**src/rtl/sdspi_pkg.sv**
```systemverilog
// Package for the SD card SPI-mode bring-up sequencer.
// Holds phase and command codes, register indexes and reset constants; no dependencies.
`timescale 1ns / 1ps
package sdspi_pkg;

   typedef enum logic [3:0] {
      PH_IDLE, PH_WAIT_TICK, PH_DUMMY, PH_POLL, PH_FRAME, PH_RESP, PH_R7, PH_OCR,
      PH_REL_FAIL, PH_REL_INIT_OK, PH_REL_DOWN_OK, PH_DOWN_POLL
   } phase_type;

   typedef enum logic [1:0] {
      OP_START = 2'd0, OP_BYTE = 2'd1, OP_TICK = 2'd2, OP_SHUTDOWN = 2'd3
   } op_type;

   localparam logic [1:0] ST_OK      = 2'd0;
   localparam logic [1:0] ST_IO_ERR  = 2'd1;
   localparam logic [1:0] ST_NO_CARD = 2'd2;

   localparam logic [1:0] REG_INIT_TIMEOUT  = 2'd0;
   localparam logic [1:0] REG_READY_TIMEOUT = 2'd1;
   localparam logic [1:0] REG_RESP_POLLS    = 2'd2;
   localparam logic [1:0] REG_BLOCK_LENGTH  = 2'd3;

   localparam logic [5:0] CMD_GO_IDLE  = 6'd0;
   localparam logic [5:0] CMD_IF_COND  = 6'd8;
   localparam logic [5:0] CMD_BLOCKLEN = 6'd16;
   localparam logic [5:0] CMD_OP_COND  = 6'd41;
   localparam logic [5:0] CMD_APP      = 6'd55;
   localparam logic [5:0] CMD_READ_OCR = 6'd58;

   localparam int unsigned DUMMY_BYTES_DEF = 10;

   localparam logic [10:0] INIT_TIMEOUT_RST  = 11'd1200;
   localparam logic [9:0]  READY_TIMEOUT_RST = 10'd1000;
   localparam logic [3:0]  RESP_POLLS_RST    = 4'd8;
   localparam logic [11:0] BLOCK_LENGTH_RST  = 12'd512;

   localparam logic [7:0] IDLE_BYTE = 8'hFF;

   typedef struct packed {
      logic [10:0] init_timeout_ms;
      logic [9:0]  ready_timeout_ms;
      logic [3:0]  response_polls;
      logic [11:0] block_length;
   } cfg_type;

endpackage

```
**src/rtl/sdspi_frame.sv**
```systemverilog
// Command frame byte generator: command byte, 32-bit argument, CRC byte.
// Depends on sdspi_pkg.
`timescale 1ns / 1ps
module sdspi_frame (
   input  logic [5:0]  cmd_index,
   input  logic [3:0]  byte_index,
   input  logic        version_one,
   input  logic [11:0] block_length,
   output logic [7:0]  frame_byte
);
   import sdspi_pkg::*;

   logic [31:0] arg;

   always_comb begin
      arg = 32'd0;
      if (cmd_index == CMD_IF_COND) begin
         arg = 32'h0000_01AA;
      end else if (cmd_index == CMD_OP_COND) begin
         arg = version_one ? 32'd0 : 32'h4000_0000;
      end else if (cmd_index == CMD_BLOCKLEN) begin
         arg = {20'd0, block_length};
      end
   end

   always_comb begin
      case (byte_index)
         4'd0: frame_byte = {2'b01, cmd_index};
         4'd1: frame_byte = arg[31:24];
         4'd2: frame_byte = arg[23:16];
         4'd3: frame_byte = arg[15:8];
         4'd4: frame_byte = arg[7:0];
         default: begin
            if (cmd_index == CMD_GO_IDLE) frame_byte = 8'h95;
            else if (cmd_index == CMD_IF_COND) frame_byte = 8'h87;
            else frame_byte = 8'h01;
         end
      endcase
   end
endmodule

```
**src/rtl/sd_card_spi_init_sequencer_core.sv**
```systemverilog
// Top level of the SD card SPI-mode bring-up sequencer.
// Depends on sdspi_pkg and sdspi_frame.
//
//  channel | direction | handshake              | payload
//  req_    | in        | req_valid / req_ready  | command, rx_byte, card_absent
//  rsp_    | out       | rsp_valid / rsp_ready  | tx byte, chip select, done, status, flags
//  csr_    | in        | csr_valid / csr_ready  | index (2 bit), data (12 bit)
//
// Each request is registered and then decided by the phase logic; its result (if
// any) lands in a one-deep output register; one request per cycle when not stalled.
// req_ready drops only while the held request must write a result and the result
// register is still full and not being taken.
// Synchronous active-high reset returns to idle with the register defaults.
// A full result register stalls the pipeline only when a new result must be written.
`timescale 1ns / 1ps
module sd_card_spi_init_sequencer_core #(
   parameter int unsigned DUMMY_BYTES = sdspi_pkg::DUMMY_BYTES_DEF
) (
   input  logic        clock,
   input  logic        reset,
   input  logic        req_valid,
   output logic        req_ready,
   input  logic [1:0]  req_command,
   input  logic [7:0]  req_rx_byte,
   input  logic        req_card_absent,
   output logic        rsp_valid,
   input  logic        rsp_ready,
   output logic        rsp_tx_valid,
   output logic [7:0]  rsp_tx_byte,
   output logic        rsp_chip_select_high,
   output logic        rsp_done_res,
   output logic [1:0]  rsp_status,
   output logic        rsp_high_capacity,
   output logic        rsp_legacy_card,
   output logic        rsp_card_ready,
   input  logic        csr_valid,
   output logic        csr_ready,
   input  logic [1:0]  csr_index,
   input  logic [11:0] csr_data
);
   import sdspi_pkg::*;

   localparam logic [3:0] DUMMY_N = 4'(DUMMY_BYTES);

   // configuration
   cfg_type cfg_ff;
   always_ff @(posedge clock) begin
      if (reset) begin
         cfg_ff <= '{INIT_TIMEOUT_RST, READY_TIMEOUT_RST, RESP_POLLS_RST, BLOCK_LENGTH_RST};
      end else if (csr_valid) begin
         case (csr_index)
            REG_INIT_TIMEOUT:  cfg_ff.init_timeout_ms  <= csr_data[10:0];
            REG_READY_TIMEOUT: cfg_ff.ready_timeout_ms <= csr_data[9:0];
            REG_RESP_POLLS:    cfg_ff.response_polls   <= csr_data[3:0];
            REG_BLOCK_LENGTH:  cfg_ff.block_length     <= csr_data;
            default: ;
         endcase
      end
   end
   assign csr_ready = 1'b1;

   // input stage (holds the request when the decision stage is stalled)
   logic        in_vld_ff;
   logic [1:0]  in_cmd_ff;
   logic [7:0]  in_rx_ff;
   logic        in_abs_ff;
   logic        stall;
   logic        emit;

   assign req_ready = !in_vld_ff || !stall;

   always_ff @(posedge clock) begin
      if (reset) begin
         in_vld_ff <= 1'b0;
      end else if (req_ready) begin
         in_vld_ff <= req_valid;
      end
   end
   always_ff @(posedge clock) begin
      if (req_ready && req_valid) begin
         in_cmd_ff <= req_command;
         in_rx_ff  <= req_rx_byte;
         in_abs_ff <= req_card_absent;
      end
   end

   // sequencer state
   phase_type   phase_ff, phase_in;
   logic [3:0]  bcnt_ff, bcnt_in, pcnt_ff, pcnt_in;
   logic [10:0] loop_ff, loop_in;
   logic [9:0]  busy_ff, busy_in;
   logic [5:0]  cidx_ff, cidx_in;
   logic [7:0]  lresp_ff, lresp_in;
   logic        cap_ff, cap_in, v1_ff, v1_in, rdy_ff, rdy_in;

   // result
   logic        o_tx, o_cs, o_done;
   logic [7:0]  o_byte;
   logic [1:0]  o_st;

   logic [7:0]  fbyte;
   logic [3:0]  fidx;
   logic [3:0]  bnext;
   logic [3:0]  pnext;
   logic [7:0]  r1;
   logic        r1_go;
   logic [7:0]  ocr;

   assign bnext = bcnt_ff + 4'd1;
   assign pnext = pcnt_ff + 4'd1;
   assign fidx  = (phase_ff == PH_POLL) ? 4'd0 : bnext;

   sdspi_frame u_frame (
      .cmd_index   (cidx_ff),
      .byte_index  (fidx),
      .version_one (v1_ff),
      .block_length(cfg_ff.block_length),
      .frame_byte  (fbyte)
   );

   always_comb begin
      phase_in = phase_ff; bcnt_in = bcnt_ff; pcnt_in = pcnt_ff;
      loop_in = loop_ff; busy_in = busy_ff; cidx_in = cidx_ff;
      lresp_in = lresp_ff; cap_in = cap_ff; v1_in = v1_ff; rdy_in = rdy_ff;
      emit = 1'b0; o_tx = 1'b0; o_byte = 8'd0; o_cs = 1'b1; o_done = 1'b0; o_st = ST_OK;
      r1 = 8'hFF; r1_go = 1'b0; ocr = lresp_ff;

      if (in_vld_ff) begin
         case (op_type'(in_cmd_ff))
            OP_START: begin
               rdy_in = 1'b0; v1_in = 1'b0; cap_in = 1'b0;
               lresp_in = 8'hFF; bcnt_in = 4'd0; pcnt_in = 4'd0;
               if (in_abs_ff) begin
                  phase_in = PH_IDLE; emit = 1'b1; o_done = 1'b1; o_st = ST_NO_CARD;
               end else begin
                  phase_in = PH_WAIT_TICK;
               end
            end
            OP_TICK: begin
               if (busy_ff != 10'h3FF) busy_in = busy_ff + 10'd1;
               if (loop_ff != 11'h7FF) loop_in = loop_ff + 11'd1;
               if (phase_ff == PH_WAIT_TICK) begin
                  phase_in = PH_DUMMY; bcnt_in = 4'd0;
                  emit = 1'b1; o_tx = 1'b1; o_byte = IDLE_BYTE; o_cs = 1'b1;
               end
            end
            OP_SHUTDOWN: begin
               if (rdy_ff) begin
                  phase_in = PH_DOWN_POLL; busy_in = 10'd0;
                  emit = 1'b1; o_tx = 1'b1; o_byte = IDLE_BYTE; o_cs = 1'b0;
               end else begin
                  v1_in = 1'b0; cap_in = 1'b0;
                  phase_in = PH_IDLE; emit = 1'b1; o_done = 1'b1;
               end
            end
            default: begin
               emit = 1'b1; o_tx = 1'b1; o_byte = IDLE_BYTE; o_cs = 1'b0;
               case (phase_ff)
                  PH_DUMMY: begin
                     bcnt_in = bnext;
                     if (bnext < DUMMY_N) begin
                        o_cs = 1'b1;
                     end else begin
                        cidx_in = CMD_GO_IDLE; busy_in = 10'd0; phase_in = PH_POLL;
                     end
                  end
                  PH_POLL: begin
                     if (in_rx_ff == 8'hFF) begin
                        phase_in = PH_FRAME; bcnt_in = 4'd0; o_byte = fbyte;
                     end else if (busy_ff >= cfg_ff.ready_timeout_ms) begin
                        r1_go = 1'b1;
                     end
                  end
                  PH_FRAME: begin
                     bcnt_in = bnext;
                     if (bnext < 4'd6) begin
                        o_byte = fbyte;
                     end else begin
                        phase_in = PH_RESP; pcnt_in = 4'd0;
                     end
                  end
                  PH_RESP: begin
                     if (!in_rx_ff[7]) begin
                        r1 = in_rx_ff; r1_go = 1'b1;
                     end else begin
                        pcnt_in = pnext;
                        if (pnext >= cfg_ff.response_polls) r1_go = 1'b1;
                     end
                  end
                  PH_R7: begin
                     if (bcnt_ff == 4'd2 && in_rx_ff[3:0] != 4'h1) begin
                        phase_in = PH_REL_FAIL; o_cs = 1'b1;
                     end else if (bcnt_ff >= 4'd3) begin
                        if (in_rx_ff != 8'hAA) begin
                           phase_in = PH_REL_FAIL; o_cs = 1'b1;
                        end else begin
                           loop_in = 11'd0; cidx_in = CMD_APP; busy_in = 10'd0;
                           phase_in = PH_POLL;
                        end
                     end else begin
                        bcnt_in = bnext;
                     end
                  end
                  PH_OCR: begin
                     if (bcnt_ff == 4'd0) begin
                        lresp_in = in_rx_ff; ocr = in_rx_ff;
                     end
                     if (bcnt_ff < 4'd3) begin
                        bcnt_in = bnext;
                     end else if (!ocr[7]) begin
                        phase_in = PH_REL_FAIL; o_cs = 1'b1;
                     end else begin
                        if (ocr[6] && !v1_ff) cap_in = 1'b1;
                        if (!(cap_ff || (ocr[6] && !v1_ff))) begin
                           cidx_in = CMD_BLOCKLEN; busy_in = 10'd0; phase_in = PH_POLL;
                        end else begin
                           phase_in = PH_REL_INIT_OK; o_cs = 1'b1;
                        end
                     end
                  end
                  PH_DOWN_POLL: begin
                     if (in_rx_ff == 8'hFF) begin
                        phase_in = PH_REL_DOWN_OK; o_cs = 1'b1;
                     end else if (busy_ff >= cfg_ff.ready_timeout_ms) begin
                        phase_in = PH_REL_FAIL; o_cs = 1'b1;
                     end
                  end
                  PH_REL_FAIL: begin
                     phase_in = PH_IDLE; o_tx = 1'b0; o_byte = 8'd0; o_cs = 1'b1;
                     o_done = 1'b1; o_st = ST_IO_ERR;
                  end
                  PH_REL_INIT_OK: begin
                     rdy_in = 1'b1;
                     phase_in = PH_IDLE; o_tx = 1'b0; o_byte = 8'd0; o_cs = 1'b1;
                     o_done = 1'b1;
                  end
                  PH_REL_DOWN_OK: begin
                     rdy_in = 1'b0; v1_in = 1'b0; cap_in = 1'b0;
                     phase_in = PH_IDLE; o_tx = 1'b0; o_byte = 8'd0; o_cs = 1'b1;
                     o_done = 1'b1;
                  end
                  default: emit = 1'b0;
               endcase

               // command completion on R1
               if (r1_go) begin
                  lresp_in = r1;
                  o_cs = 1'b0;
                  case (cidx_ff)
                     CMD_GO_IDLE: begin
                        if (r1 == 8'h01) begin
                           cidx_in = CMD_IF_COND; busy_in = 10'd0; phase_in = PH_POLL;
                        end else begin
                           phase_in = PH_REL_FAIL; o_cs = 1'b1;
                        end
                     end
                     CMD_IF_COND: begin
                        if (r1 == 8'h01) begin
                           phase_in = PH_R7; bcnt_in = 4'd0;
                        end else if (r1 == 8'h05) begin
                           v1_in = 1'b1; loop_in = 11'd0; cidx_in = CMD_APP;
                           busy_in = 10'd0; phase_in = PH_POLL;
                        end else begin
                           phase_in = PH_REL_FAIL; o_cs = 1'b1;
                        end
                     end
                     CMD_APP: begin
                        if (r1 > 8'h01) begin
                           phase_in = PH_REL_FAIL; o_cs = 1'b1;
                        end else begin
                           cidx_in = CMD_OP_COND; busy_in = 10'd0; phase_in = PH_POLL;
                        end
                     end
                     CMD_OP_COND: begin
                        if (r1 == 8'h01 && loop_ff < cfg_ff.init_timeout_ms) begin
                           cidx_in = CMD_APP; busy_in = 10'd0; phase_in = PH_POLL;
                        end else if (r1 == 8'h00) begin
                           cidx_in = CMD_READ_OCR; busy_in = 10'd0; phase_in = PH_POLL;
                        end else begin
                           phase_in = PH_REL_FAIL; o_cs = 1'b1;
                        end
                     end
                     CMD_READ_OCR: begin
                        if (r1 != 8'h00) begin
                           phase_in = PH_REL_FAIL; o_cs = 1'b1;
                        end else begin
                           phase_in = PH_OCR; bcnt_in = 4'd0;
                        end
                     end
                     CMD_BLOCKLEN: begin
                        phase_in = (r1 != 8'h00) ? PH_REL_FAIL : PH_REL_INIT_OK;
                        o_cs = 1'b1;
                     end
                     default: begin
                        phase_in = PH_REL_FAIL; o_cs = 1'b1;
                     end
                  endcase
               end
            end
         endcase
      end
   end

   // result register: hold a result until taken, stall only if a new one must land
   logic       ov_ff;
   assign stall = ov_ff && !rsp_ready && emit;
   logic       adv;
   assign adv = in_vld_ff && !stall;

   always_ff @(posedge clock) begin
      if (reset) begin
         phase_ff <= PH_IDLE; bcnt_ff <= 4'd0; pcnt_ff <= 4'd0;
         loop_ff <= 11'd0; busy_ff <= 10'd0; cidx_ff <= 6'd0;
         lresp_ff <= 8'hFF; cap_ff <= 1'b0; v1_ff <= 1'b0; rdy_ff <= 1'b0;
         ov_ff <= 1'b0;
      end else begin
         if (adv) begin
            phase_ff <= phase_in; bcnt_ff <= bcnt_in; pcnt_ff <= pcnt_in;
            loop_ff <= loop_in; busy_ff <= busy_in; cidx_ff <= cidx_in;
            lresp_ff <= lresp_in; cap_ff <= cap_in; v1_ff <= v1_in; rdy_ff <= rdy_in;
         end
         if (adv && emit) ov_ff <= 1'b1;
         else if (rsp_ready) ov_ff <= 1'b0;
      end
   end

   always_ff @(posedge clock) begin
      if (adv && emit) begin
         rsp_tx_valid         <= o_tx;
         rsp_tx_byte          <= o_byte;
         rsp_chip_select_high <= o_cs;
         rsp_done_res         <= o_done;
         rsp_status           <= o_st;
         rsp_high_capacity    <= cap_in;
         rsp_legacy_card      <= v1_in;
         rsp_card_ready       <= rdy_in;
      end
   end
   assign rsp_valid = ov_ff;
endmodule
```
**config.mk**
```make
export PLATFORM = sky130hd
export DESIGN_NAME = sd_card_spi_init_sequencer_core
export DESIGN_NICKNAME = d
export VERILOG_FILES = /design/src/rtl/sdspi_pkg.sv /design/src/rtl/sdspi_frame.sv /design/src/rtl/sd_card_spi_init_sequencer_core.sv
export SDC_FILE = /design/constraint.sdc
export NUM_CORES = 1
export LEC_CHECK = 0
export BUFFER_PORTS_ARGS = -buffer_cell sky130_fd_sc_hd__buf_4
export CELL_PAD_IN_SITES_DETAIL_PLACEMENT = 1
export CELL_PAD_IN_SITES_GLOBAL_PLACEMENT = 1
export CORE_ASPECT_RATIO = 1.75
export CORE_MARGIN = 4
export CORE_UTILIZATION = 43
export CTS_BUF_LIST = sky130_fd_sc_hd__clkbuf_8
export CTS_CLUSTER_SIZE = 20
export DETAILED_ROUTE_END_ITERATION = 8
export GPL_TIMING_DRIVEN = 0
export PLACE_DENSITY_LB_ADDON = 0.1
export SYNTH_ARGS = -nofsm -noshare
export SYNTH_HDL_FRONTEND = slang
export SYNTH_SLANG_ARGS = --single-unit
```
**constraint.sdc**
```tcl
create_clock -name clock -period 2.3 [get_ports clock]
set_input_delay 0.23 -clock clock [delete_from_list [all_inputs] [get_ports clock]]
set_output_delay 0.23 -clock clock [all_outputs]
set_load 0.1 [all_outputs]
```
=== After elaboration in Yosys (flattened, before gate mapping) ===
Index checks and enable logic that the tools add are counted.

* Bits in registers: 116
* Latch bits: 0
* RAM bits: 0
* Memory bits (read-only): 0
* Input port bits: 30
* Output and inout bits: 19
* Word-level logic and storage cells: 302
* Memories kept: 0

* Add/subtract/negate cells: 4
* Multiply operators: 0
* Divide/modulo/power cells: 0
* Order comparisons: 8
* Eq/ne operators: 45
* Shift-type cells: 0
* Muxes and demuxes: 170
* Bitwise operators: 5
* Reduce and logical (&&, ||, !) cells: 43

{| class="wikitable"
|+ Operators with widths
! operator !! count
|-
| 10-bit 2-to-1 mux || 16
|-
| 4-bit 2-to-1 mux || 32
|-
| 8-bit 2-to-1 mux || 15
|-
| 11-bit 2-to-1 mux || 9
|-
| 6-bit 2-to-1 mux || 14
|-
| 32-bit 2-to-1 mux || 2
|-
| 10-bit one-hot mux with 3 select lines || 2
|-
| 1-bit 2-to-1 mux || 48
|-
| 8-bit one-hot mux with 3 select lines || 2
|-
| 10-bit one-hot mux with 4 select lines || 1
|-
| 8-bit one-hot mux with 5 select lines || 1
|-
| 31-bit 2-to-1 mux || 1
|-
| 4-bit one-hot mux with 7 select lines || 1
|-
| 4-bit one-hot mux with 2 select lines || 3
|-
| 4-bit one-hot mux with 3 select lines || 2
|-
| 4-bit one-hot mux with 6 select lines || 1
|-
| 6-bit one-hot mux with 4 select lines || 1
|-
| 11-bit one-hot mux with 2 select lines || 1
|-
| 4-bit by 2-bit == test with 1-bit output, second input constant || 5
|-
| 4-bit by 3-bit == test with 1-bit output, second input constant || 5
|-
| 6-bit == test, second input constant || 3
|-
| 6-bit != test, second input constant || 3
|-
| 6-bit one-hot mux with 3 select lines || 1
|-
| 4-bit == test, second input constant || 4
|-
| 56 further kinds || 102
|}

=== Depth between registers and ports, before layout ===
Gate-level depths: netlist (run 1).

* Depth in word-level cells: 16
* Gate-level depth with buffers: 12
* Gate-level depth less buffers: 10

=== By module ===
Synthesis (run 1) repeated with hierarchy kept, for this count alone.

* Cell total of the unflattened synthesis: 858
* Area, all modules: 7,223.2 um^2

{| class="wikitable"
|+ By module, submodules not included
! module !! instances !! cells each !! area each (um^2) !! seq. area each (um^2)
|-
| sd_card_spi_init_sequencer_core || 1 || 807 || 6,822.8 || 2,472.4
|-
| sdspi_frame || 1 || 51 || 400.4 || 0.0
|}

=== Least setup slack after synthesis (run 1) ===
Ideal clock, no wire load.

* Kind: register to register
* From: register ov_ff (netlist: rsp_valid)
* To: register cidx_ff[1]
* Setup time: 0.086 ns
* Arrival: 2.615 ns
* Data required time: 2.214 ns
* Path slack: -0.402 ns
* Cell stages (with the launch flop): 9
* Buffers on the path: 2
* Clock period less this slack: 2.702 ns
* Cells stage by stage: dfxtp_1 > nand2b_1 > or4_4 > buf_6 > and2_4 > buf_6 > nand3_2 > a21oi_2 > a221oi_2

* Cells in the longest elaborated chain, start to end: 5

{| class="wikitable"
|+ Ends and longest elaborated chain
! element !! line !! text
|-
| from (decl) || sd_card_spi_init_sequencer_core.sv:305 || <nowiki>logic ov_ff;</nowiki>
|-
| from (signal assigned) || sd_card_spi_init_sequencer_core.sv:315 || <nowiki>ov_ff <= 1'b0;</nowiki>
|-
| from (signal assigned) || sd_card_spi_init_sequencer_core.sv:322 || <nowiki>if (adv && emit) ov_ff <= 1'b1;</nowiki>
|-
| from (signal assigned) || sd_card_spi_init_sequencer_core.sv:323 || <nowiki>else if (rsp_ready) ov_ff <= 1'b0;</nowiki>
|-
| 1-bit logical AND (2 in series) || sd_card_spi_init_sequencer_core.sv:306 || <nowiki>assign stall = ov_ff && !rsp_ready && emit;</nowiki>
|-
| 1-bit zero test || sd_card_spi_init_sequencer_core.sv:308 || <nowiki>assign adv = in_vld_ff && !stall;</nowiki>
|-
| 1-bit logical AND || sd_card_spi_init_sequencer_core.sv:308 ||
|-
| 3-bit AND reduction (no line) || - ||
|-
| to (signal assigned) || sd_card_spi_init_sequencer_core.sv:319 || <nowiki>loop_ff <= loop_in; busy_ff <= busy_in; cidx_ff <= cidx_in;</nowiki>
|-
| to (decl) || sd_card_spi_init_sequencer_core.sv:92 || <nowiki>logic [5:0] cidx_ff, cidx_in;</nowiki>
|}

Every way passes these cells.
A chain may end at the register's enable or synchronous reset.

=== Worst setup path after layout (run 1) ===
* From: register in_rx_ff[2]
* To: register rsp_chip_select_high (data pin)

* Cells in the longest elaborated chain, start to end: 10
* Elaborated cells on any way between the ends: 33
* Classes of those cells: order compare: 1; eq/ne: 5; mux: 23; reduce/logical: 4

{| class="wikitable"
|+ Ends and longest elaborated chain
! element !! line !! text
|-
| from (decl) || sd_card_spi_init_sequencer_core.sv:65 || <nowiki>logic [7:0] in_rx_ff;</nowiki>
|-
| from (signal assigned) || sd_card_spi_init_sequencer_core.sv:82 || <nowiki>in_rx_ff <= req_rx_byte;</nowiki>
|-
| parallel branches: the longest is 8 deep, another holds 8-bit by 1-bit greater-than comparator with 1-bit output || - ||
|-
| 1-bit 2-to-1 mux (*) || sd_card_spi_init_sequencer_core.sv:246 || <nowiki>if (r1_go) begin</nowiki>
|-
| 1-bit one-hot mux with 2 select lines (*) || sd_card_spi_init_sequencer_core.sv:129 || <nowiki>case (op_type'(in_cmd_ff))</nowiki>
|-
| to (signal assigned) || sd_card_spi_init_sequencer_core.sv:331 || <nowiki>rsp_chip_select_high <= o_cs;</nowiki>
|-
| to (decl) || sd_card_spi_init_sequencer_core.sv:30 || <nowiki>output logic rsp_chip_select_high,</nowiki>
|}

Every way passes the cells marked *. The select of a mux whose other input is x is not followed.

==> results of run 1 <==
## metrics by stage
step,hold slack [ns],power [mW],util [%],instance area [um2],setup TNS (ns)
CTS,0.00186,4.15,55.1,8520,-6.13
floorplan,0.329,2.52,-,6850,-2.27
detailed placement,0.410,2.76,48.1,7440,-44.81
global route,-0.00427,4.41,60.8,9410,-9.71
finish,-0.00786,4.27,60.8,9410,-7.06
global placement,0.410,2.73,48.1,7440,-39.57
## cell usage after synthesis (6+ instances only)
master    number  share of area [%]
nor2_1        69                3.8
o211ai_1      20                2.2
nand3_1       26                1.9
o21ai_0       49                3.6
a211oi_1       8               0.88
a21oi_1       77                5.7
nor3_1        20                1.5
nor2b_1       15                1.4
and3_1        13                1.2
inv_1         45                2.5
a21o_1        11                1.2
ha_1          34                6.2
o21ai_1        8               0.59
nor3b_1        6               0.66
a31oi_1        8               0.73
nand4_1        7               0.64
dfxtp_1       83                 24
nor4_1         6               0.55
nand2_1      125                6.9
edfxtp_1      27                 12
clkbuf_1      34                1.9
nand2b_1       8               0.73
mux2i_1       10                1.5
a311oi_1       8                1.0
and2_1         7               0.64
a41oi_1        6               0.77
or3_1         11                1.0
o21a_1         6               0.66
## routing by layer
layer	up-vias	routed length [um]
li1	3355	-
met2	304	16300
met1	3694	10000
met4	0	2750
met3	160	1210
met5	-	0
## worst reg2reg max path, cell delays in order (launching register included)
cell	delay [ns]
edfxtp_1	0.46
buf_4	0.19
or4_1	0.56
nor3_4	0.22
o21ai_1	0.16
o22ai_1	0.19
o211ai_1	0.17
a2111oi_4	0.42
a21oi_2	0.07
## sequential cells by signal, indices dropped and copies added (netlist names), 2 cells and up
signal       count
rsp_tx_byte      8
cidx_ff          6
in_cmd_ff        2
pcnt_ff          4
phase_ff         4
rsp_status       2
bcnt_ff          4
lresp_ff         2
cfg_ff          37
busy_ff         10
in_rx_ff         8
loop_ff         11
## final cells by class
type	instances	area [um2]	share of cell area, %
multi-input combinational	656	5110	54.4
sequential	110	2530	26.9
timing repair buffer	122	992	10.5
tap	186	233	2.47
inverter	46	185	1.97
buffer	29	145	1.54
clock buffer	10	138	1.46
clock inverter	6	71.3	0.758
## repair_timing
item	in CTS	in global routing
endpoints found under the hold margin	3	1
hold buffers	3	1
resized for setup	135	167
buffers inserted	42	30
pin swaps	22	50
gates cloned	1	0
endpoints found under the setup margin	82	82
## worst max path at each step
stage                            to  slack, ns  cells past startpoint
6_report       rsp_chip_select_high      -0.39                      8
4_1_cts        rsp_chip_select_high      -0.31                      8
3_3_place_gp             loop_ff[1]      -0.97                      8
5_1_grt        rsp_chip_select_high      -0.45                      8
3_5_place_dp             loop_ff[9]      -1.08                      8
2_1_floorplan            cidx_ff[1]      -0.25                     10
## cells by family (layout without fill, tap and decap cells)
kind of cell	Yosys count	after routing	share of synthesized area [%]
AO/OA/AOI/OAI	263	263	25.5
XOR/XNOR	6	6	0.771
adder cells (fa/ha/maj)	34	34	6.24
buffers and inverters	88	213	5.25
flip-flops	110	110	36.3
multiplexers	10	10	1.47
other	1	1	0.0550
AND/OR/NAND/NOR	341	342	24.5
## power groups by stage
stage	Clock (mW)	Sequential [mW]	Combinational (mW)
6_report	1.30	2.09	0.884
5_1_grt	1.39	2.09	0.924
4_1_cts	1.30	2.09	0.760
3_5_place_dp	0	2.12	0.635
3_3_place_gp	0	2.12	0.613
2_1_floorplan	0	2.17	0.350
==> reports/metrics.cfg, run 1 <==
[layout]
fillers = 1789
final_cell_mix = 120 x nand2_1, 106 x buf_4, 60 x a21oi_1, 60 x dfxtp_1, 57 x nor2_1
mostFrequentLayoutCell = nand2_1
final_cells = 1165
n_antenna_cell = 0
drive_above_1_share_pct = 34.4
area_growth_pct = 38.0
nNetsFinal = 1038

[hold_path]
hold_end = in_abs_ff
holdPathStages = 1
min_path_type = input port to flop
hp-start = req_card_absent

[cts]
clock_tree.buffer_depth = 2
tritoncts = done
clockRootBuffer = clkbuf_8
cts_max_level = 3
clock_latency_ns = 0.41
numCtsBuffers = 9
path_clk_slew_ns = 0.12
cts.sinks = 110

[grt]
grt_pass1_vias = 7836
grtUsageMet1_pct = 30.9
grt_max_degree = 20
grt_usage_pct = 31.2
met3_usage_pct = 4.10
use_met2_pct = 57.5
top_usage_layer = met2
grt_pass1_wl_um = 42900
grt_antenna_before_repair = 0
grt-ovfl-total = 0

[power]
combPwrFrac_pct = 20.7
swShare_pct = 32.1
vdd_drop_max_v = 0.000279
power_frac_seq_pct = 48.9
p_clk_share_pct = 30.4
p_per_area_nw_per_um2 = 454
internal-power_mw = 2.90
switching_power_mw = 1.37
total_leakage_power_nw = 3.55

[sta]
max_freq_mhz = 372
max-slew-margin-rel_pct = 36.4
fin_skew_ns = 0.0175
finalWorstSetupSlack_ns = -0.386
setup_viol = 36
drv_slew = 0
final_hold_viol_count = 1
post-route-min-period_ns = 2.69
holdWs_ns = -0.00786
rsz0062_at_grt = yes
tightest_slew_ns = 0.954
post-route-period-util_pct = 117

[setup_path]
end_kind = flop
reg2reg_to = rsp_chip_select_high
start_kind = flop
reg2reg_slack_ns = -0.39
startpoint = in_rx_ff[2]
cp_max_fo = 5
criticalPathCategory = flop to flop
max_stage_delay_ns = 0.56
reg2reg_depth = 8
slowest_stage = or4_1
cp.required_ns = 2.46
critPathTopFamily = compound AO/OA/AOI/OAI gates
worstPathCellList = buf_4 > or4_1 > nor3_4 > o21ai_1 > o22ai_1 > o211ai_1 > a2111oi_4 > a21oi_2
r2r-start = in_rx_ff[2]
arrival_ns = 2.85
path_buf_inv = 1

[place]
io_buffers = 47
dp_cells = 1086
place_congestion = 0.981
dp_slack_ns = -1.08
dp_hpwl_um = 20600

[floorplan]
num_rows = 60
die_h_um = 175
start_util_pct = 44.1
dieArea_um2 = 18000
dieWidth_um = 103
boundaryPins = 49
coreArea_um2 = 15500

[synth]
syn_area_per_cell_um2 = 7.99
syn_area_um2 = 6810
synth_cells = 853
mappedNetlistNets = 917
synth_async_sr_flop_share_pct = 0
synth_edf_count = 27
synth_seq_cells = 110
yosysSeqAreaShare_pct = 36.3
ys_warn_count = 0
synth_cell_types = 80
synthFlopType = dfxtp_1

[routing]
wl_per_cell_um = 26.0
drcViolationCount = 0
dr.pass1.iters = 5
viasPerCell = 6.45
finalWirelength_um = 30300
first_iter_violations = 412
ant_nets = 0
vias = 7513

[run]
maxCapViolations = 0

[run_status]
status = finished with violations
violations = hold timing, setup timing

(Power assumes the default switching activity.)
==> inputs of run 2 (changes only) <==
ABC_AREA = 1   (was not set)
CORE_UTILIZATION = 41   (was 43)
==> run 2 against run 1 <==
The flow finishes with violations (setup timing). Via count shrank 0.83%. Synthesized cell count is 19% higher. Flip-flop and latch count unchanged.
==> reports/metrics.cfg, run 2 <==
[run_status]
status = finished with violations
violations = setup timing

[cts]
cts.sinks = 110  ; unchanged
numCtsBuffers = 9  ; unchanged
clock_tree.buffer_depth = 2  ; unchanged
clockRootBuffer = clkbuf_8
path_clk_slew_ns = 0.12  ; about the same
clock_latency_ns = 0.41  ; about the same
cts_max_level = 3  ; unchanged
tritoncts = done

[setup_path]
reg2reg_depth = 15  ; +7
reg2reg_slack_ns = -0.009  ; +0.38 ns
start_kind = flop
startpoint = pcnt_ff[0]
cp.required_ns = 2.56  ; +0.10 ns
end_kind = flop
cp_max_fo = 6  ; +1
arrival_ns = 2.57  ; -0.28 ns
reg2reg_to = busy_ff[5]
criticalPathCategory = flop to flop
r2r-start = pcnt_ff[0]
endpoint = busy_ff[5]

[sta]
rsz0062_at_grt = yes
max-slew-margin-rel_pct = 19.4  ; -17 points
finalWorstSetupSlack_ns = -0.00864  ; +0.378 ns
tightest_slew_ns = 1.20  ; +0.246 ns
max_freq_mhz = 433  ; +16%
final_hold_viol_count = 0  ; -1
post-route-period-util_pct = 100  ; -16 points
setup_viol = 2  ; -94%
fin_skew_ns = 0.0188  ; +0.00130 ns
post-route-min-period_ns = 2.31  ; -0.378 ns
drv_slew = 0  ; unchanged

[layout]
design_area_um2 = 8590  ; -8.6%
nNetsFinal = 1167  ; +12%
n_antenna_cell = 0  ; unchanged
top_regs = cfg_ff: 37 flops, loop_ff: 11 flops, busy_ff: 10 flops
drive_above_1_share_pct = 19.2  ; -15 points
utilization_pct = 52.0  ; -8.8 points
area_growth_pct = 23.3
regArea_um2 = 2500  ; -1.0%
multi_input_area_um2 = 4290  ; -16%
fillers = 2161  ; +21%
final_cell_mix = 180 x nand2_1, 132 x inv_1, 113 x nor2_1
top_register = cfg_ff
mostFrequentLayoutCell = nand2_1
largest_reg_flops = 37  ; unchanged

[power]
vdd_drop_max_v = 0.000296  ; +6.2%
power.total_mw = 4.20  ; -1.6%
p_per_area_nw_per_um2 = 489  ; +7.7%
total_leakage_power_nw = 3.68  ; +3.7%

[grt]
grt_max_degree = 20  ; unchanged
grt-ovfl-total = 0  ; unchanged
grt_antenna_before_repair = 0  ; unchanged
grt_pass1_wl_um = 40100  ; -6.4%
grt_pass1_vias = 7542  ; -3.8%
grt_usage_pct = 26.9  ; -4.3 points

[synth]
synth_top_family_by_area = simple AND/OR/NAND/NOR gates
synth_edf_count = 27  ; unchanged
synth_mux_area_share_pct = 0  ; -1.5 points
synth_top_area_cell = dfxtp_1
synth_seq_cells = 110  ; unchanged
ys_warn_count = 0  ; unchanged
synth_cell_types = 51  ; -36%
synthSimpleGateAreaFrac_pct = 31.7  ; +7.3 points
synth_xor_area_share_pct = 0.251  ; -0.52 points
mappedNetlistNets = 1080  ; +18%
syn_area_um2 = 6970  ; +2.3%
synth_cells = 1016  ; +19%
syn_area_per_cell_um2 = 6.86  ; -14%
synth_area_leaders = dfxtp_1 24%, edfxtp_1 12%, nand2_1 11%
synth_async_sr_flop_share_pct = 0  ; unchanged
synthAdderAreaFrac_pct = 6.10  ; -0.14 points
synth_most_common_cell = nand2_1
synth_top_area_share_pct = 23.8  ; -0.55 points
synth_common_cells = 201 x nand2_1, 140 x inv_1, 126 x nor2_1
synthFlopType = dfxtp_1
yosysSeqAreaShare_pct = 35.5  ; -0.82 points
synth-compound-area-share_pct = 17.2  ; -8.3 points

[routing]
ant_nets = 0  ; unchanged
finalWirelength_um = 26200  ; -14%
viasPerCell = 5.59  ; -13%
wl_per_cell_um = 19.7  ; -24%
drcViolationCount = 0  ; unchanged
dr.pass1.iters = 5  ; unchanged
vias = 7451  ; -0.83%
first_iter_violations = 294  ; -29%

[place]
dp_slack_ns = -0.697  ; +0.385 ns
dpl_cell_area_um2 = 7610  ; +2.3%
io_buffers = 47  ; unchanged
dp_hpwl_um = 19900  ; -3.7%
place_congestion = 0.946  ; -3.6%

[floorplan]
num_rows = 62  ; +3.3%
dieArea_um2 = 19200  ; +6.8%
boundaryPins = 49  ; unchanged
die_h_um = 181  ; +3.4%
coreArea_um2 = 16500  ; +6.8%
dieWidth_um = 107  ; +3.3%
start_util_pct = 42.2  ; -1.9 points

[run]
maxCapViolations = 0  ; unchanged

[hold_path]
min_path_type = input port to flop

[run 2: changes by cell type after synthesis, moves of 16 or more]
cell / before / now
clkbuf_1: 34 / 18
nand4_1: 7 / 24
inv_1: 45 / 140
nand2_1: 125 / 201
nor2_1: 69 / 126
o21ai_0: 49 / 76
nand3_1: 26 / 80
[run 2: report_power, final]
group	switching [mW]	internal, mW	leakage [nW]
logic	0.499	0.233	2.63
clock network	0.783	0.578	0.116
registers	0.0557	2.05	0.942
[run 2: critical path, stage by stage, from the launching register on]
cell and delay (ns):
dfxtp_4 0.38, ha_4 0.16, xor2_2 0.14, ha_1 0.30
nand2_2 0.06, inv_2 0.07, nand3_2 0.06, nand4_1 0.10
nand2_2 0.12, nand2_4 0.16, nand2_4 0.07, o21ai_4 0.16
buf_12 0.15, nand2_8 0.07, nand2_2 0.07, a21oi_1 0.06
[run 2: repair_timing]
action	4_1_cts	5_1_grt
pin swaps	7	21
setup endpoints to repair	80	60
buffers inserted	6	12
hold buffers	11	0
hold endpoints to repair	11	0
gates resized for setup	41	90
cloned	1	1
[run 2: how the worst min path moves through the flow]
stage / startpoint / end / slack [ns] / depth (start not counted)
floorplan: req_card_absent / in_abs_ff / 0.33 / 0
global placement: req_rx_byte[7] / in_rx_ff[7] / 0.41 / 1
detailed placement: req_rx_byte[5] / in_rx_ff[5] / 0.41 / 1
CTS: csr_data[10] / cfg_ff[36] / 0.04 / 3
global route: csr_data[10] / cfg_ff[36] / 0.06 / 3
finish: csr_data[10] / cfg_ff[36] / 0.05 / 3
[run 2: cell type report]
type | instances | area share (%)
multi-input combinational | 740 | 49.9
tap | 224 | 3.26
clock inverter | 7 | 1.15
inverter | 144 | 6.36
clock buffer | 9 | 1.44
timing repair buffer | 76 | 7.58
sequential | 110 | 29.1
buffer | 22 | 1.15
[run 2: routing by layer]
metal | wire length [um] | track usage (%)
met5 | 0 | 0
met4 | 1310 | 13.4
met3 | 814 | 2.94
met2 | 14700 | 51.9
met1 | 9390 | 27.8
[run 2: per-stage QoR]
step | TNS [ns] | std cells | hold WS (ns)
floorplan | 0 | 1016 | 0.329
global placement | -19.27 | 1287 | 0.409
detailed placement | -22.12 | 1287 | 0.410
CTS | 0 | 1320 | 0.0372
global route | -1.72 | 1332 | 0.0625
finish | -0.00903 | 1332 | 0.0542
[run 2: cell families after synthesis]
| kind of cell | Yosys count |
|---|---|
| AOI/OAI and AO/OA | 210 |
| buffers and inverters | 168 |
| and+or+nand+nor | 491 |
| other | 1 |
| xor gates and xnor gates | 2 |
| DFF | 110 |
| adders and majority gates | 34 |
==> inputs of run 3 (changes only) <==
clock period = 2 ns   (was 2.3 ns; I/O delays follow)
==> run 3 against run 2 <==
The run still ends with setup timing left. Non-clock buffer count up 61. Flip-flop and latch count unchanged. Critical path depth down 3. Design area up 16%. Wire length up 25%. Clock power up 21%. Register-to-register slack worse by 0.58 ns. First-iteration DRC count up 51%. Worst hold slack worse by 0.032 ns. Clock skew up 0.0087 ns.
==> reports/metrics.cfg, run 3 (synthesis results as in run 2) <==
[run_status]
status = finished with violations
violations = setup timing

[floorplan]
dieWidth_um = 107  ; unchanged
start_util_pct = 42.2  ; unchanged
num_rows = 62  ; unchanged
coreArea_um2 = 16500  ; unchanged
die_h_um = 181  ; unchanged
dieArea_um2 = 19200  ; unchanged
boundaryPins = 49  ; unchanged

[sta]
max_freq_mhz = 386  ; -11%
post-route-period-util_pct = 129  ; +29 points
rsz0062_at_grt = yes
max-slew-margin-rel_pct = 20.2  ; +0.81 points
drv_slew = 0  ; unchanged
post-route-min-period_ns = 2.59  ; +0.280 ns
tightest_slew_ns = 1.19  ; -0.0120 ns
holdWs_ns = 0.0226  ; -0.0316 ns
tns_ns = -16.10  ; -16.09 ns
setup_viol = 69  ; +67
finalWorstSetupSlack_ns = -0.589  ; -0.580 ns
fin_skew_ns = 0.0275  ; +0.00866 ns
final_hold_viol_count = 0  ; unchanged

[cts]
clock_tree.buffer_depth = 2  ; unchanged
path_clk_slew_ns = 0.14  ; +0.02 ns
cts.sinks = 110  ; unchanged
tritoncts = done
cts_max_level = 3  ; unchanged
clockRootBuffer = clkbuf_8
numCtsBuffers = 9  ; unchanged
clock_latency_ns = 0.42  ; about the same

[hold_path]
min_path_type = input port to flop
holdPathStages = 3  ; unchanged

[setup_path]
reg2reg_depth = 12  ; -3
path_common_cell = a21oi_1
end_kind = flop
criticalPathCategory = flop to flop
critPathTopFamily = simple AND/OR/NAND/NOR gates
max_stage_delay_ns = 0.41  ; +0.03 ns
worstPathCellList = nand3_4 > xnor2_4 > ha_4 > a21oi_1 > nand4_1 > nand2_2 > nand2_4 > inv_2 > nand2_1 > a21oi_1 > nand2_1 > a21oi_1
path_depth = 12  ; -3
path_buf_inv = 1  ; -1
start_kind = flop
cp.required_ns = 2.32  ; -0.24 ns
slowest_stage = dfxtp_4
arrival_ns = 2.91  ; +0.34 ns
cp_max_fo = 6  ; unchanged

[routing]
drcViolationCount = 0  ; unchanged
viasPerCell = 5.87  ; +4.9%
ant_nets = 0  ; unchanged
vias = 8174  ; +9.7%
first_iter_violations = 445  ; +51%
dr.pass1.iters = 5  ; unchanged
finalWirelength_um = 32700  ; +25%
wl_per_cell_um = 23.5  ; +20%

[layout]
area_growth_pct = 43.0
nNetsFinal = 1227  ; +5.1%
drive_above_1_share_pct = 33.3  ; +14 points
mostFrequentLayoutCell = nand2_1
top_register = cfg_ff
top_regs = cfg_ff: 37 flops, loop_ff: 11 flops, busy_ff: 10 flops
final_cell_mix = 156 x nand2_1, 117 x inv_1, 101 x buf_4
largest_reg_flops = 37  ; unchanged

[grt]
grt_pass1_vias = 7994  ; +6.0%
grt_antenna_before_repair = 0  ; unchanged
grt_pass1_wl_um = 43900  ; +9.5%
grt_usage_pct = 29.5  ; +2.6 points
grt-ovfl-total = 0  ; unchanged
grt_max_degree = 19  ; -5.0%

[run]
maxCapViolations = 0  ; unchanged

[place]
dp_hpwl_um = 21100  ; +6.0%
place_congestion = 0.953  ; +0.77%
io_buffers = 47  ; unchanged

[power]
total_leakage_power_nw = 4.22  ; +14%
p_per_area_nw_per_um2 = 512  ; +4.8%
vdd_drop_max_v = 0.000418  ; +41%
power.total_mw = 5.11  ; +22%

## run 3: cell types whose count changed in the layout (fill, tap and decap cells not counted), sizes merged
cell / change
inv: -2
buf: +61
diode: +1
nor2: -1
clkinvlp: +2
## run 3: final cells by class
cell class	instances	area, um2
antenna	1	2.50
multi-input combinational	739	4970
buffer	21	113
inverter	144	583
clock buffer	9	124
tap	224	280
fill	2038	6550
sequential	110	2520
timing repair buffer	138	1280
clock inverter	7	97.6
## run 3: routing by layer
metal	up-vias	share of wire, %	GRT usage [%]
li1	3699	-	-
met1	4000	33	29.2
met2	314	55	56.2
met3	161	3.7	3.55
met4	0	8.3	19.0
met5	-	0	0
## run 3: report_power, final
part	total, mW	internal (mW)	switching, mW	leakage [nW]
Sequential	2.43	2.35	0.0774	0.946
Clock	1.64	0.714	0.925	0.111
Combinational	1.04	0.350	0.689	3.16
Total	5.11	3.42	1.69	4.22
## run 3: worst min-delay path: stages
cell and delay [ns]:
buf_4 0.08, nor2_1 0.04, nor2_1 0.08
## run 3: timing repair
| action | 4_1_cts | 5_1_grt |
|---|---|---|
| cloned | 1 | 1 |
| hold endpoints to repair | 11 | 0 |
| resized for setup | 138 | 200 |
| endpoints found under the setup margin | 85 | 84 |
| buffers inserted | 39 | 41 |
| pin swaps | 42 | 73 |
| hold buffers | 11 | 0 |
## run 3: through the flow
stage	worst slack [ns]	cells	instance area, um2	utilization [%]
3_3_place_gp	-0.674	1287	7710	46.7
3_5_place_dp	-0.679	1287	7710	46.7
6_report	-0.589	1393	9970	60.3
4_1_cts	-0.423	1352	8860	53.6
2_1_floorplan	-0.165	1016	7080	-
5_1_grt	-0.666	1392	9970	60.3
## run 3: worst paths after layout
check	slack (ns)	end	start
hold reg to reg	0.47	cfg_ff[8]	cfg_ff[8]
hold / removal	0.02	cfg_ff[11]	csr_data[11]
setup / recovery	-0.59	phase_ff[2]	pcnt_ff[0]
setup reg to reg	-0.59	phase_ff[2]	pcnt_ff[0]
